[config.mk]
export PLATFORM = sky130hd
export DESIGN_NAME = wildcard_pattern_matcher_top_flat
export DESIGN_NICKNAME = d
export VERILOG_FILES = /design/src/design/wpm_pkg.sv /design/src/design/wpm_req_if.sv /design/src/design/wpm_rsp_if.sv /design/src/design/wpm_cell.sv /design/src/design/wpm_ctrl.sv /design/src/design/wildcard_pattern_matcher_top.sv /design/src/flat_wrapper.sv
export VERILOG_INCLUDE_DIRS = /design/src /design/src/design
export SDC_FILE = /design/constraint.sdc
export NUM_CORES = 1
export LEC_CHECK = 0
export ABC_AREA = 1
export BUFFER_PORTS_ARGS = -buffer_cell sky130_fd_sc_hd__buf_2
export CELL_PAD_IN_SITES_DETAIL_PLACEMENT = 2
export CELL_PAD_IN_SITES_GLOBAL_PLACEMENT = 2
export CORE_MARGIN = 2
export CORE_UTILIZATION = 30
export CTS_CLUSTER_SIZE = 24
export DETAILED_ROUTE_END_ITERATION = 6
export PLACE_DENSITY = 0.66
export SLEW_MARGIN = 40
export SYNTH_ARGS = -nofsm -noshare
export SYNTH_HDL_FRONTEND = slang
export SYNTH_SLANG_ARGS = --single-unit
[constraint.sdc]
create_clock -name clock -period 12.7 [get_ports clock]
set_clock_uncertainty 0.2 [all_clocks]
set_input_delay 1.905 -clock clock [delete_from_list [all_inputs] [get_ports clock]]
set_output_delay 1.905 -clock clock [all_outputs]
set_load 0.1 [all_outputs]
[src/design/wildcard_pattern_matcher_top_macros.svh]
// ----------------------------------------------------------------------------
// Wildcard pattern matcher assertion macros
// Shorthand for the concurrent checks at the end of the top level.
// ----------------------------------------------------------------------------
`ifndef WILDCARD_PATTERN_MATCHER_TOP_MACROS_SVH
`define WILDCARD_PATTERN_MATCHER_TOP_MACROS_SVH

// same-cycle implication
`define WPM_ASSERT_IMPL(name, clk, rst, ante, cons) \
   name: assert property (@(posedge clk) disable iff (rst) (ante) |-> (cons)) \
      else $error("wpm: same-cycle check failed");

// next-cycle implication
`define WPM_ASSERT_NEXT(name, clk, rst, ante, cons) \
   name: assert property (@(posedge clk) disable iff (rst) (ante) |=> (cons)) \
      else $error("wpm: next-cycle check failed");

`endif

[src/design/wpm_pkg.sv]
// ----------------------------------------------------------------------------
// Wildcard pattern matcher package
// Shared constants, operation codes and the token that walks the cell chain.
// ----------------------------------------------------------------------------
`default_nettype none

package wpm_pkg;

   localparam int unsigned DEFAULT_PATTERN_DEPTH = 32;

   localparam logic [7:0] SYM_STAR = 8'd42;
   localparam logic [7:0] SYM_ANY  = 8'd63;

   typedef enum logic [1:0] {
      OP_CLEAR   = 2'd0,
      OP_APPEND  = 2'd1,
      OP_TEXT    = 2'd2,
      OP_RESTART = 2'd3
   } op_type;

   typedef enum logic {
      ST_IDLE = 1'b0,
      ST_BUSY = 1'b1
   } state_type;

   // wave that visits one cell per cycle
   typedef struct packed {
      logic       valid;
      logic       text;     // 1: text byte, 0: rebuild for empty text
      logic       active;   // cleared once the last pattern cell is updated
      logic [7:0] sym;
      logic       new_bit;  // new match bit of the previous prefix
      logic       old_bit;  // old match bit of the previous prefix
   } token_type;

   typedef struct packed {
      logic       en;
      logic [7:0] data;
   } pat_wr_type;

   typedef struct packed {
      logic busy;
      logic pattern_full;
   } status_type;

endpackage

`default_nettype wire

[src/design/wpm_req_if.sv]
// ----------------------------------------------------------------------------
// Request channel
// Valid/ready channel carrying one operation and its symbol per beat.
// ----------------------------------------------------------------------------
`default_nettype none

interface wpm_req_if;
   logic       valid;
   logic       ready;
   logic [1:0] operation;
   logic [7:0] symbol;

   modport source (output valid, output operation, output symbol, input ready);
   modport sink   (input valid, input operation, input symbol, output ready);
endinterface

`default_nettype wire

[src/design/wpm_rsp_if.sv]
// ----------------------------------------------------------------------------
// Response channel
// Valid/ready channel carrying the match flag and overflow flag per beat.
// ----------------------------------------------------------------------------
`default_nettype none

interface wpm_rsp_if;
   logic valid;
   logic ready;
   logic whole_match;
   logic pattern_overflow;

   modport source (output valid, output whole_match, output pattern_overflow,
                   input ready);
   modport sink   (input valid, input whole_match, input pattern_overflow,
                   output ready);
endinterface

`default_nettype wire

[src/design/wpm_cell.sv]
// ----------------------------------------------------------------------------
// Pattern cell
// Holds one pattern byte and the match bit of its prefix; updates the bit
// when the wave passes and hands the wave to the next cell.
// ----------------------------------------------------------------------------
`default_nettype none

module wpm_cell #(
   parameter int unsigned PATTERN_DEPTH = wpm_pkg::DEFAULT_PATTERN_DEPTH,
   parameter int unsigned CELL_INDEX    = 1
) (
   input  logic                                 clock,
   input  logic                                 reset,
   input  wpm_pkg::token_type                   tok_i,
   input  wpm_pkg::pat_wr_type                  pat_wr,
   input  logic [$clog2(PATTERN_DEPTH+1)-1:0]   pattern_length,
   output wpm_pkg::token_type                   tok_o
);
   import wpm_pkg::*;

   localparam int unsigned     LEN_W    = $clog2(PATTERN_DEPTH + 1);
   localparam logic [LEN_W-1:0] MY_INDEX = LEN_W'(CELL_INDEX);
   localparam logic [LEN_W-1:0] WR_INDEX = LEN_W'(CELL_INDEX - 1);

   logic [7:0] pat_byte_ff;
   logic       match_ff;
   logic       match_in;
   token_type  tok_ff;
   token_type  tok_in;
   logic       is_star;
   logic       is_hit;
   logic       work;

   always_comb begin
      is_star  = (pat_byte_ff == SYM_STAR);
      is_hit   = (pat_byte_ff == tok_i.sym) || (pat_byte_ff == SYM_ANY);
      work     = tok_i.valid && tok_i.active;
      match_in = match_ff;
      tok_in   = tok_i;
      if (work) begin
         if (tok_i.text) begin
            if (is_star) begin
               match_in = tok_i.new_bit | match_ff;
            end else if (is_hit) begin
               match_in = tok_i.old_bit;
            end else begin
               match_in = 1'b0;
            end
         end else begin
            match_in = tok_i.new_bit & is_star;
         end
         tok_in.new_bit = match_in;
         tok_in.old_bit = match_ff;
         // stop updating past the end of the pattern
         tok_in.active  = (pattern_length != MY_INDEX);
      end
   end

   always_ff @(posedge clock) begin
      if (pat_wr.en && (pattern_length == WR_INDEX)) begin
         pat_byte_ff <= pat_wr.data;
      end
      match_ff <= match_in;
   end

   always_ff @(posedge clock) begin
      if (reset) begin
         tok_ff.valid <= 1'b0;
      end else begin
         tok_ff <= tok_in;
      end
   end

   assign tok_o = tok_ff;

endmodule

`default_nettype wire

[src/design/wpm_ctrl.sv]
// ----------------------------------------------------------------------------
// Matcher controller
// Takes request beats, keeps the pattern length, launches the wave into the
// cell chain and returns the match flag from the chain tail.
// ----------------------------------------------------------------------------
`default_nettype none

module wpm_ctrl #(
   parameter int unsigned PATTERN_DEPTH = wpm_pkg::DEFAULT_PATTERN_DEPTH
) (
   input  logic                                 clock,
   input  logic                                 reset,
   wpm_req_if.sink                              req,
   wpm_rsp_if.source                            rsp,
   output wpm_pkg::token_type                   inject_o,
   input  wpm_pkg::token_type                   tail_i,
   output wpm_pkg::pat_wr_type                  pat_wr,
   output logic [$clog2(PATTERN_DEPTH+1)-1:0]   pattern_length,
   output wpm_pkg::status_type                  status
);
   import wpm_pkg::*;

   localparam int unsigned LEN_W = $clog2(PATTERN_DEPTH + 1);

   state_type        state_ff, state_in;
   logic [LEN_W-1:0] len_ff, len_in;
   logic             bit0_ff, bit0_in;
   logic             cur_match_ff, cur_match_in;
   token_type        inject_ff, inject_in;
   logic             rsp_valid_ff, rsp_valid_in;
   logic             whole_ff, whole_in;
   logic             ovf_ff, ovf_in;
   op_type           op;
   logic             full;
   logic             accept;
   logic             start;

   assign op        = op_type'(req.operation);
   assign full      = (len_ff == LEN_W'(PATTERN_DEPTH));
   assign req.ready = (state_ff == ST_IDLE) && (!rsp_valid_ff || rsp.ready);
   assign accept    = req.valid && req.ready;

   always_comb begin
      state_in     = state_ff;
      len_in       = len_ff;
      bit0_in      = bit0_ff;
      cur_match_in = cur_match_ff;
      inject_in    = '0;
      pat_wr.en    = 1'b0;
      pat_wr.data  = req.symbol;
      rsp_valid_in = rsp_valid_ff && !rsp.ready;
      whole_in     = whole_ff;
      ovf_in       = ovf_ff;
      start        = 1'b0;

      unique case (state_ff)
         ST_IDLE: begin
            if (accept) begin
               unique case (op) inside
                  OP_CLEAR: begin
                     len_in = '0;
                     start  = 1'b1;
                  end
                  OP_APPEND: begin
                     if (full) begin
                        // refused append: answer at once, state untouched
                        rsp_valid_in = 1'b1;
                        whole_in     = cur_match_ff;
                        ovf_in       = 1'b1;
                     end else begin
                        pat_wr.en = 1'b1;
                        len_in    = len_ff + LEN_W'(1);
                        start     = 1'b1;
                     end
                  end
                  OP_TEXT, OP_RESTART: begin
                     start = 1'b1;
                  end
                  default: begin
                     start = 1'b0;
                  end
               endcase
               if (start) begin
                  inject_in.valid   = 1'b1;
                  inject_in.text    = (op == OP_TEXT);
                  inject_in.sym     = req.symbol;
                  inject_in.active  = (len_in != '0);
                  inject_in.new_bit = (op != OP_TEXT);
                  inject_in.old_bit = bit0_ff;
                  bit0_in           = (op != OP_TEXT);
                  state_in          = ST_BUSY;
               end
            end
         end
         ST_BUSY: begin
            if (tail_i.valid) begin
               rsp_valid_in = 1'b1;
               whole_in     = tail_i.new_bit;
               ovf_in       = 1'b0;
               cur_match_in = tail_i.new_bit;
               state_in     = ST_IDLE;
            end
         end
         default: begin
            state_in = ST_IDLE;
         end
      endcase
   end

   always_ff @(posedge clock) begin
      if (reset) begin
         state_ff        <= ST_IDLE;
         len_ff          <= '0;
         bit0_ff         <= 1'b1;
         cur_match_ff    <= 1'b1;
         inject_ff.valid <= 1'b0;
         rsp_valid_ff    <= 1'b0;
      end else begin
         state_ff     <= state_in;
         len_ff       <= len_in;
         bit0_ff      <= bit0_in;
         cur_match_ff <= cur_match_in;
         inject_ff    <= inject_in;
         rsp_valid_ff <= rsp_valid_in;
      end
   end

   always_ff @(posedge clock) begin
      whole_ff <= whole_in;
      ovf_ff   <= ovf_in;
   end

   assign rsp.valid            = rsp_valid_ff;
   assign rsp.whole_match      = whole_ff;
   assign rsp.pattern_overflow = ovf_ff;

   assign inject_o            = inject_ff;
   assign pattern_length      = len_ff;
   assign status.busy         = (state_ff == ST_BUSY);
   assign status.pattern_full = full;

endmodule

`default_nettype wire

[src/design/wildcard_pattern_matcher_top.sv]
// ----------------------------------------------------------------------------
// Wildcard pattern matcher
// Streams text bytes against a stored pattern with '*' and '?' wildcards.
// ----------------------------------------------------------------------------
// Every accepted beat returns one response beat. Clear, accepted append,
// restart and text beats each send a wave down a chain of PATTERN_DEPTH
// cells, one cell per cycle, and the block takes no new beat until that
// wave has left the chain tail. An append to a full pattern is answered in
// the next cycle with pattern_overflow set. A finished response sits in an
// output register, and a new beat is taken once that register is free or
// being emptied.
`default_nettype none

`include "wildcard_pattern_matcher_top_macros.svh"

module wildcard_pattern_matcher_top #(
   parameter int unsigned PATTERN_DEPTH = wpm_pkg::DEFAULT_PATTERN_DEPTH
) (
   input  logic      clock,
   input  logic      reset,
   wpm_req_if.sink   req_bus,
   wpm_rsp_if.source rsp_bus
);
   import wpm_pkg::*;

   localparam int unsigned LEN_W = $clog2(PATTERN_DEPTH + 1);

   token_type        chain_tok [PATTERN_DEPTH+1];
   pat_wr_type       pat_wr;
   logic [LEN_W-1:0] pattern_length;
   status_type       status;
   logic             req_fire;
   logic             rsp_free;
   logic             tail_valid;
   logic             full_append;
   logic             rsp_ovf;

   wpm_ctrl #(
      .PATTERN_DEPTH (PATTERN_DEPTH)
   ) u_ctrl (
      .clock          (clock),
      .reset          (reset),
      .req            (req_bus),
      .rsp            (rsp_bus),
      .inject_o       (chain_tok[0]),
      .tail_i         (chain_tok[PATTERN_DEPTH]),
      .pat_wr         (pat_wr),
      .pattern_length (pattern_length),
      .status         (status)
   );

   for (genvar k = 1; k <= PATTERN_DEPTH; k++) begin : g_cell
      wpm_cell #(
         .PATTERN_DEPTH (PATTERN_DEPTH),
         .CELL_INDEX    (k)
      ) u_cell (
         .clock          (clock),
         .reset          (reset),
         .tok_i          (chain_tok[k-1]),
         .pat_wr         (pat_wr),
         .pattern_length (pattern_length),
         .tok_o          (chain_tok[k])
      );
   end

   assign req_fire    = req_bus.valid && req_bus.ready;
   assign rsp_free    = !rsp_bus.valid || rsp_bus.ready;
   assign tail_valid  = chain_tok[PATTERN_DEPTH].valid;
   assign full_append = req_fire && (req_bus.operation == OP_APPEND) && status.pattern_full;
   assign rsp_ovf     = rsp_bus.valid && rsp_bus.pattern_overflow;

   `WPM_ASSERT_IMPL(a_no_accept_on_stall, clock, reset, req_fire, rsp_free)
   `WPM_ASSERT_IMPL(a_busy_blocks_req, clock, reset, status.busy, !req_bus.ready)
   `WPM_ASSERT_IMPL(a_tail_only_when_busy, clock, reset, tail_valid, status.busy)
   `WPM_ASSERT_NEXT(a_full_append_flags, clock, reset, full_append, rsp_ovf)

endmodule

`default_nettype wire

[src/flat_wrapper.sv]
// flat-port wrapper written by rule: the top's interface ports become plain ports
module wildcard_pattern_matcher_top_flat import wpm_pkg::*;
#(
   parameter int unsigned PATTERN_DEPTH = wpm_pkg::DEFAULT_PATTERN_DEPTH
)
  (clock, reset, req_bus_valid, req_bus_operation, req_bus_symbol, req_bus_ready, rsp_bus_valid, rsp_bus_whole_match, rsp_bus_pattern_overflow, rsp_bus_ready);
  wpm_req_if req_bus_i ();
  wpm_rsp_if rsp_bus_i ();
  input  logic clock;
  input  logic reset;
  input wire logic [$bits(req_bus_i.valid)-1:0] req_bus_valid;
  input wire logic [$bits(req_bus_i.operation)-1:0] req_bus_operation;
  input wire logic [$bits(req_bus_i.symbol)-1:0] req_bus_symbol;
  output wire logic [$bits(req_bus_i.ready)-1:0] req_bus_ready;
  output wire logic [$bits(rsp_bus_i.valid)-1:0] rsp_bus_valid;
  output wire logic [$bits(rsp_bus_i.whole_match)-1:0] rsp_bus_whole_match;
  output wire logic [$bits(rsp_bus_i.pattern_overflow)-1:0] rsp_bus_pattern_overflow;
  input wire logic [$bits(rsp_bus_i.ready)-1:0] rsp_bus_ready;
  assign req_bus_i.valid = req_bus_valid;
  assign req_bus_i.operation = req_bus_operation;
  assign req_bus_i.symbol = req_bus_symbol;
  assign req_bus_ready = req_bus_i.ready;
  assign rsp_bus_valid = rsp_bus_i.valid;
  assign rsp_bus_whole_match = rsp_bus_i.whole_match;
  assign rsp_bus_pattern_overflow = rsp_bus_i.pattern_overflow;
  assign rsp_bus_i.ready = rsp_bus_ready;
  wildcard_pattern_matcher_top #(.PATTERN_DEPTH(PATTERN_DEPTH)) u_core (.clock(clock), .reset(reset), .req_bus(req_bus_i), .rsp_bus(rsp_bus_i));
endmodule
Word level (Yosys, flattened, before mapping) --
Index checks and enable logic that the tools add are counted. W data, S select, Z words.
Word-level totals: bits in registers 718, bits in latches 0, RAM bits 0, bits in read-only memories 0, bits of input ports 14, output and inout bits 4, word-level logic and storage cells 802, memories 0
Cells by class: add/sub/neg operators 1, multiply operators 0, div/mod/pow operators 0, order comparisons 0, eq/ne operators 167, shift-type cells 0, mux-type cells 190, bitwise logic cells 67, reduce and logical (&&, ||, !) cells 112
Operators by type and width (number):
- $eq A8 B6 Y1 const B | 64
- $eq A8 B8 Y1 | 32
- $mux W1 | 148
- $eq A6 B5 Y1 const B | 16
- $ne A6 B5 Y1 const B | 16
- $logic_and A1 B1 Y1 | 67
- $mux W2 | 32
- $eq A6 B4 Y1 const B | 8
- $ne A6 B4 Y1 const B | 8
- $logic_or A1 B1 Y1 | 33
- $and A1 B1 Y1 | 32
- $or A1 B1 Y1 | 32
- $eq A6 B3 Y1 const B | 4
- $ne A6 B3 Y1 const B | 4
- $mux W6 | 3
- $mux W13 | 1
- $eq A6 B2 Y1 const B | 2
- $ne A6 B2 Y1 const B | 2
- $pmux W6 S2 | 1
- $pmux W1 S2 | 5
- $reduce_or A3 Y1 | 3
- $add A6 B1 Y6 const B | 1
- $eq A6 B1 Y1 const B | 1
- $eq A6 B6 Y1 const B | 1
- 13 further kinds | 21

Depth between registers and ports, before layout --
depth after elaboration 9, mapped depth 12, mapped depth without buffers 11

By module --
A second synthesis with hierarchy kept.
Second synthesis, totals: cell total of the unflattened synthesis 2827, area, all modules 31486.4 um^2
By module, submodules not included:
- wpm_cell (u_core.g_cell[11].u_cell ...) | times used 4, cells an instance 83, area an instance 940.9 um^2, sequential area each 650.6 um^2
- wpm_cell (u_core.g_cell[21].u_cell ...) | times used 3, cells an instance 85, area an instance 943.4 um^2, sequential area each 650.6 um^2
- wpm_cell (u_core.g_cell[27].u_cell ...) | times used 3, cells an instance 84, area an instance 942.2 um^2, sequential area each 650.6 um^2
- wpm_cell (u_core.g_cell[10].u_cell ...) | times used 3, cells an instance 83, area an instance 939.7 um^2, sequential area each 650.6 um^2
- wpm_cell (u_core.g_cell[19].u_cell ...) | times used 3, cells an instance 82, area an instance 935.9 um^2, sequential area each 650.6 um^2
- wpm_cell (u_core.g_cell[20].u_cell ...) | times used 2, cells an instance 85, area an instance 942.2 um^2, sequential area each 650.6 um^2
- wpm_cell (u_core.g_cell[29].u_cell ...) | times used 2, cells an instance 84, area an instance 939.7 um^2, sequential area each 650.6 um^2
- wpm_cell (u_core.g_cell[22].u_cell ...) | times used 2, cells an instance 84, area an instance 938.4 um^2, sequential area each 650.6 um^2
- wpm_cell (u_core.g_cell[14].u_cell ...) | times used 2, cells an instance 83, area an instance 937.1 um^2, sequential area each 650.6 um^2
- wpm_cell (u_core.g_cell[13].u_cell ...) | times used 2, cells an instance 82, area an instance 933.4 um^2, sequential area each 650.6 um^2
- wpm_ctrl | times used 1, cells an instance 153, area an instance 1412.6 um^2, sequential area each 640.6 um^2
- wpm_cell (u_core.g_cell[12].u_cell) | times used 1, cells an instance 86, area an instance 947.2 um^2, sequential area each 650.6 um^2
- wpm_cell (u_core.g_cell[24].u_cell) | times used 1, cells an instance 86, area an instance 945.9 um^2, sequential area each 650.6 um^2
- wpm_cell (u_core.g_cell[3].u_cell) | times used 1, cells an instance 84, area an instance 940.9 um^2, sequential area each 650.6 um^2
- 3 more rows

Worst setup path before layout --
Ideal clock, no wire load.
path type in2reg, start input port reset, end register u_core.u_ctrl.len_ff[0], in the netlist u_core.u_ctrl.pattern_length[0], library setup time 0.103 ns, arrival time 10.407 ns, setup slack 1.991 ns, stages on the path 3, buffers on the path 0, path through inv_1 > o21ai_0 > a21oi_1
RTL lines:
- start, declared | RTL line flat_wrapper.sv:10 | input logic reset;
- end signal, assigned | RTL line wpm_ctrl.sv:120 | len_ff <= len_in;
- end, declared | RTL line wpm_ctrl.sv:26 | logic [LEN_W-1:0] len_ff, len_in;

Worst setup path in the final report --
start input port rsp_bus_ready, end output port req_bus_ready
Between the ends: cells in the longest elaborated chain, start to end 2
Ends and longest elaborated chain:
- start, declared | RTL line flat_wrapper.sv:18 | input wire logic [$bits(rsp_bus_i.ready)-1:0] rsp_bus_ready;
- $logic_or A1 B1 Y1
- $logic_and A1 B1 Y1 | RTL line wpm_ctrl.sv:40 | assign req.ready = (state_ff == ST_IDLE) && (!rsp_valid_ff || rsp.ready);
- end, declared | RTL line flat_wrapper.sv:14 | output wire logic [$bits(req_bus_i.ready)-1:0] req_bus_ready;
Every way passes these cells.

==> key figures <==
Route
  – Met3 WL post-DR: 2060 µm
  – Pre-Repair DR Iteration Count: 5
  – Via count: 19300
  – Initial DRC count: 1156
  – Uppermost layer routed: met5
  – WL met2: 43100 µm
  – Met1 WL: 38300 µm
  – Via density: 4.72
  – Routed wire per std cell: 20.8 µm
  – Residual DRC: 0
  – Antenna Nets Post-Route: 0
  – Drt total wl: 85200 µm

Timing
  – Final hold slack: 0.241 ns
  – Hold Vio Cnt, Final: 0
  – Final Critical Period: 4.72 ns
  – Worst slew margin: 0.459
  – Slew Viols, Final: 0
  – RSZ-0062 raised after global routing: no
  – Worst slew pin tran: 0.811 ns
  – Final Setup Violations: 0
  – Final worst-path cycle share: 0.372
  – Fmax: 212 MHz
  – Setup TNS: 0 ns

Setup path
  – CP arrival: 2.61 ns
  – Startpoint Class: primary input
  – WS Path Type: primary input to output port
  – Data required, critical path: 10.60 ns
  – CP Max Fanout: 2
  – Crit end category: output port

Cells and area
  – Fin area: 34700 µm²
  – Share of layout cells above drive strength 1: 0.0685
  – Filler instances: 10400
  – Post-Layout Cell Count: 4088
  – Synthesis-to-layout area growth: 14.5%
  – Antenna Cells: 0
  – Final #Nets: 2743

Logic synthesis
  – Yosys cell types: 43
  – Number of synthesized flops with an enable pin: 675
  – FFs w/ async S/R, synth: 0
  – Leading cell type by number of instances after synthesis: nand2_1
  – Mapped Cells: 2635
  – Synth Register Bits: 718
  – Mapped Avg Cell Area: 11.5 µm²
  – Synth top cells by count: 806 x nand2_1, 675 x edfxtp_1, 356 x inv_1
  – Primary FF master, synth: edfxtp_1
  – Largest area contributor in the netlist: edfxtp_1
  – Synth area leaders: edfxtp_1 67%, nand2_1 10%, xnor2_1 4.7%
  – Synthesized area: 30300 µm²
  – Post-synth top area share: 0.669
  – Synth warn: 0
  – Post-synthesis net count: 2653
  – Sequential area share after synthesis: 0.698

Clocking
  – Clock Sink Count: 718
  – Cts repair resizes: 0
  – Clock Latency Late Sink: 0.62 ns
  – H-tree levels: 3
  – CTS hold repair buffers: 0
  – Inserted Clock Buffers: 80
  – Clock slew seen by the registers of the worst setup and hold paths: 0.06 ns
  – Root Buffer Master: clkbuf_16
  – CTS tree: yes
  – Post-CTS setup buffers: 0
  – Bufs on Longest Clock Path: 3

Outcome
  – Status: complete, no violations

Flow run
  – Max_cap viols: 0

Power and ir drop
  – Leakage power: 13.7 nW
  – Peak supply drop: 0.0865 mV
  – Power Density: 150 nW/µm²

Worst hold path
  – Hold WC Path Type: register to register

Placed design
  – Post-DP HPWL: 58200 µm
  – Buffers on Ports: 17
  – Cell Area, Placed: 32000 µm²
  – GP Congestion: 0.810
  – Placed cell count: 3940

Global route
  – Total congestion overflow after global routing: 0
  – Vias in the first global route: 21700
  – Initial antenna violation count: 3
  – First-pass GRT wire length: 131000 µm
  – Gr usage total: 0.166
  – Largest net degree at the start of global routing: 115

Floorplan
  – Die H: 322 µm
  – CORE AREA: 100000 µm²
  – Row cnt: 116
  – Ports: 18
  – Starting density of the core: 0.303
  – DIE AREA: 103000 µm²
  – Die Wd: 322 µm
cell type report:
type | instances | area (µm²) | share of cell area
Timing Repair Buffer | 25 | 189 | 0.00545
Multi-Input combinational cell | 1538 | 7830 | 0.226
Sequential cell | 718 | 21100 | 0.609
Clock inverter | 33 | 253 | 0.00729
Inverter | 362 | 1380 | 0.0398
Tap cell | 1298 | 1620 | 0.0468
Clock buffer | 114 | 2260 | 0.0653
cells by family (layout without fill, tap and decap cells):
group	after synthesis	in the layout	synth area share
buffers and inverters	379	534	0.0491
flip-flops	718	718	0.698
XOR/XNOR	163	163	0.0471
AO/OA/AOI/OAI	99	99	0.0221
AND/OR/NAND/NOR	1272	1272	0.182
adder cells (fa/ha/maj)	4	4	0.00165
sequential cells by signal (all words and copies together), names as in the netlist, 6 cells and up:
name,cells
u_core.g_cell.u_cell.pat_byte_ff,256
u_core.g_cell.u_cell.match_ff,32
u_core.u_ctrl.inject_o,13
u_core.u_ctrl.pattern_length,6
u_core.g_cell.u_cell.tok_o,405
layer usage:
metal / vias to the layer above / global-route usage
met3: 112 / 0.0221
met1: 9965 / 0.214
li1: 8974 / -
met2: 230 / 0.295
met4: 4 / 0.0412
met5: - / 0
per-stage QoR:
| step | power, mW | setup WS, ns | utilization |
|---|---|---|---|
| 2_1_floorplan | 2.91 | 1.99 | - |
| 3_3_place_gp | 2.99 | 7.21 | 0.319 |
| 3_5_place_dp | 3.01 | 7.50 | 0.320 |
| 4_1_cts | 5.27 | 7.96 | 0.345 |
| 5_1_grt | 5.38 | 7.89 | 0.347 |
| 6_report | 5.21 | 7.98 | 0.347 |
path summary, 6_finish.rpt:
check        slack (ns)  cells after the start                          startpoint                                      to
min reg2reg        0.24                      2  u_core.g_cell[11].u_cell.tok_o[12]      u_core.g_cell[12].u_cell.tok_o[12]
min                0.24                      2  u_core.g_cell[11].u_cell.tok_o[12]      u_core.g_cell[12].u_cell.tok_o[12]
max reg2reg        9.47                      6              u_core.u_ctrl.state_ff  u_core.g_cell[6].u_cell.pat_byte_ff[3]
max                7.98                      4                       rsp_bus_ready                           req_bus_ready
power by group:
part / leakage, nW / internal (mW) / switching [mW] / total, mW
registers: 6.74 / 2.68 / 0.0693 / 2.75
clock network: 1.24 / 1.30 / 0.954 / 2.26
logic: 5.70 / 0.0582 / 0.152 / 0.210
critical path, stage by stage:
cell and delay (ns):
buf_2 0.08, nor2_1 0.05, nor2_1 0.13, buf_2 0.45
layout by cell type, fill, tap and decap left out, types with 2 or more instances in the layout:
master / count
clkbuf_1: 24
ha_1: 4
inv_2: 4
or2_1: 19
nor4_4: 5
bufinv_16: 3
clkinv_8: 3
dfxtp_1: 43
and2_1: 32
nor2_1: 136
buf_6: 3
o21ai_0: 38
nand3_1: 59
clkbuf_8: 7
nor3_1: 89
nand4_1: 56
xnor2_1: 161
a21oi_1: 5
clkbuf_16: 83
inv_1: 354
clkinv_1: 11
clkinv_2: 17
o31a_1: 23
a41oi_1: 3
buf_2: 9
nand2_1: 806
a21boi_0: 4
nand3_4: 2
a21o_1: 22
nor2_8: 2
nor3_2: 31
and3_1: 26
buf_4: 12
edfxtp_1: 675
nor3b_1: 3
xor2_1: 2
Power figures use the tool's default switching activity.
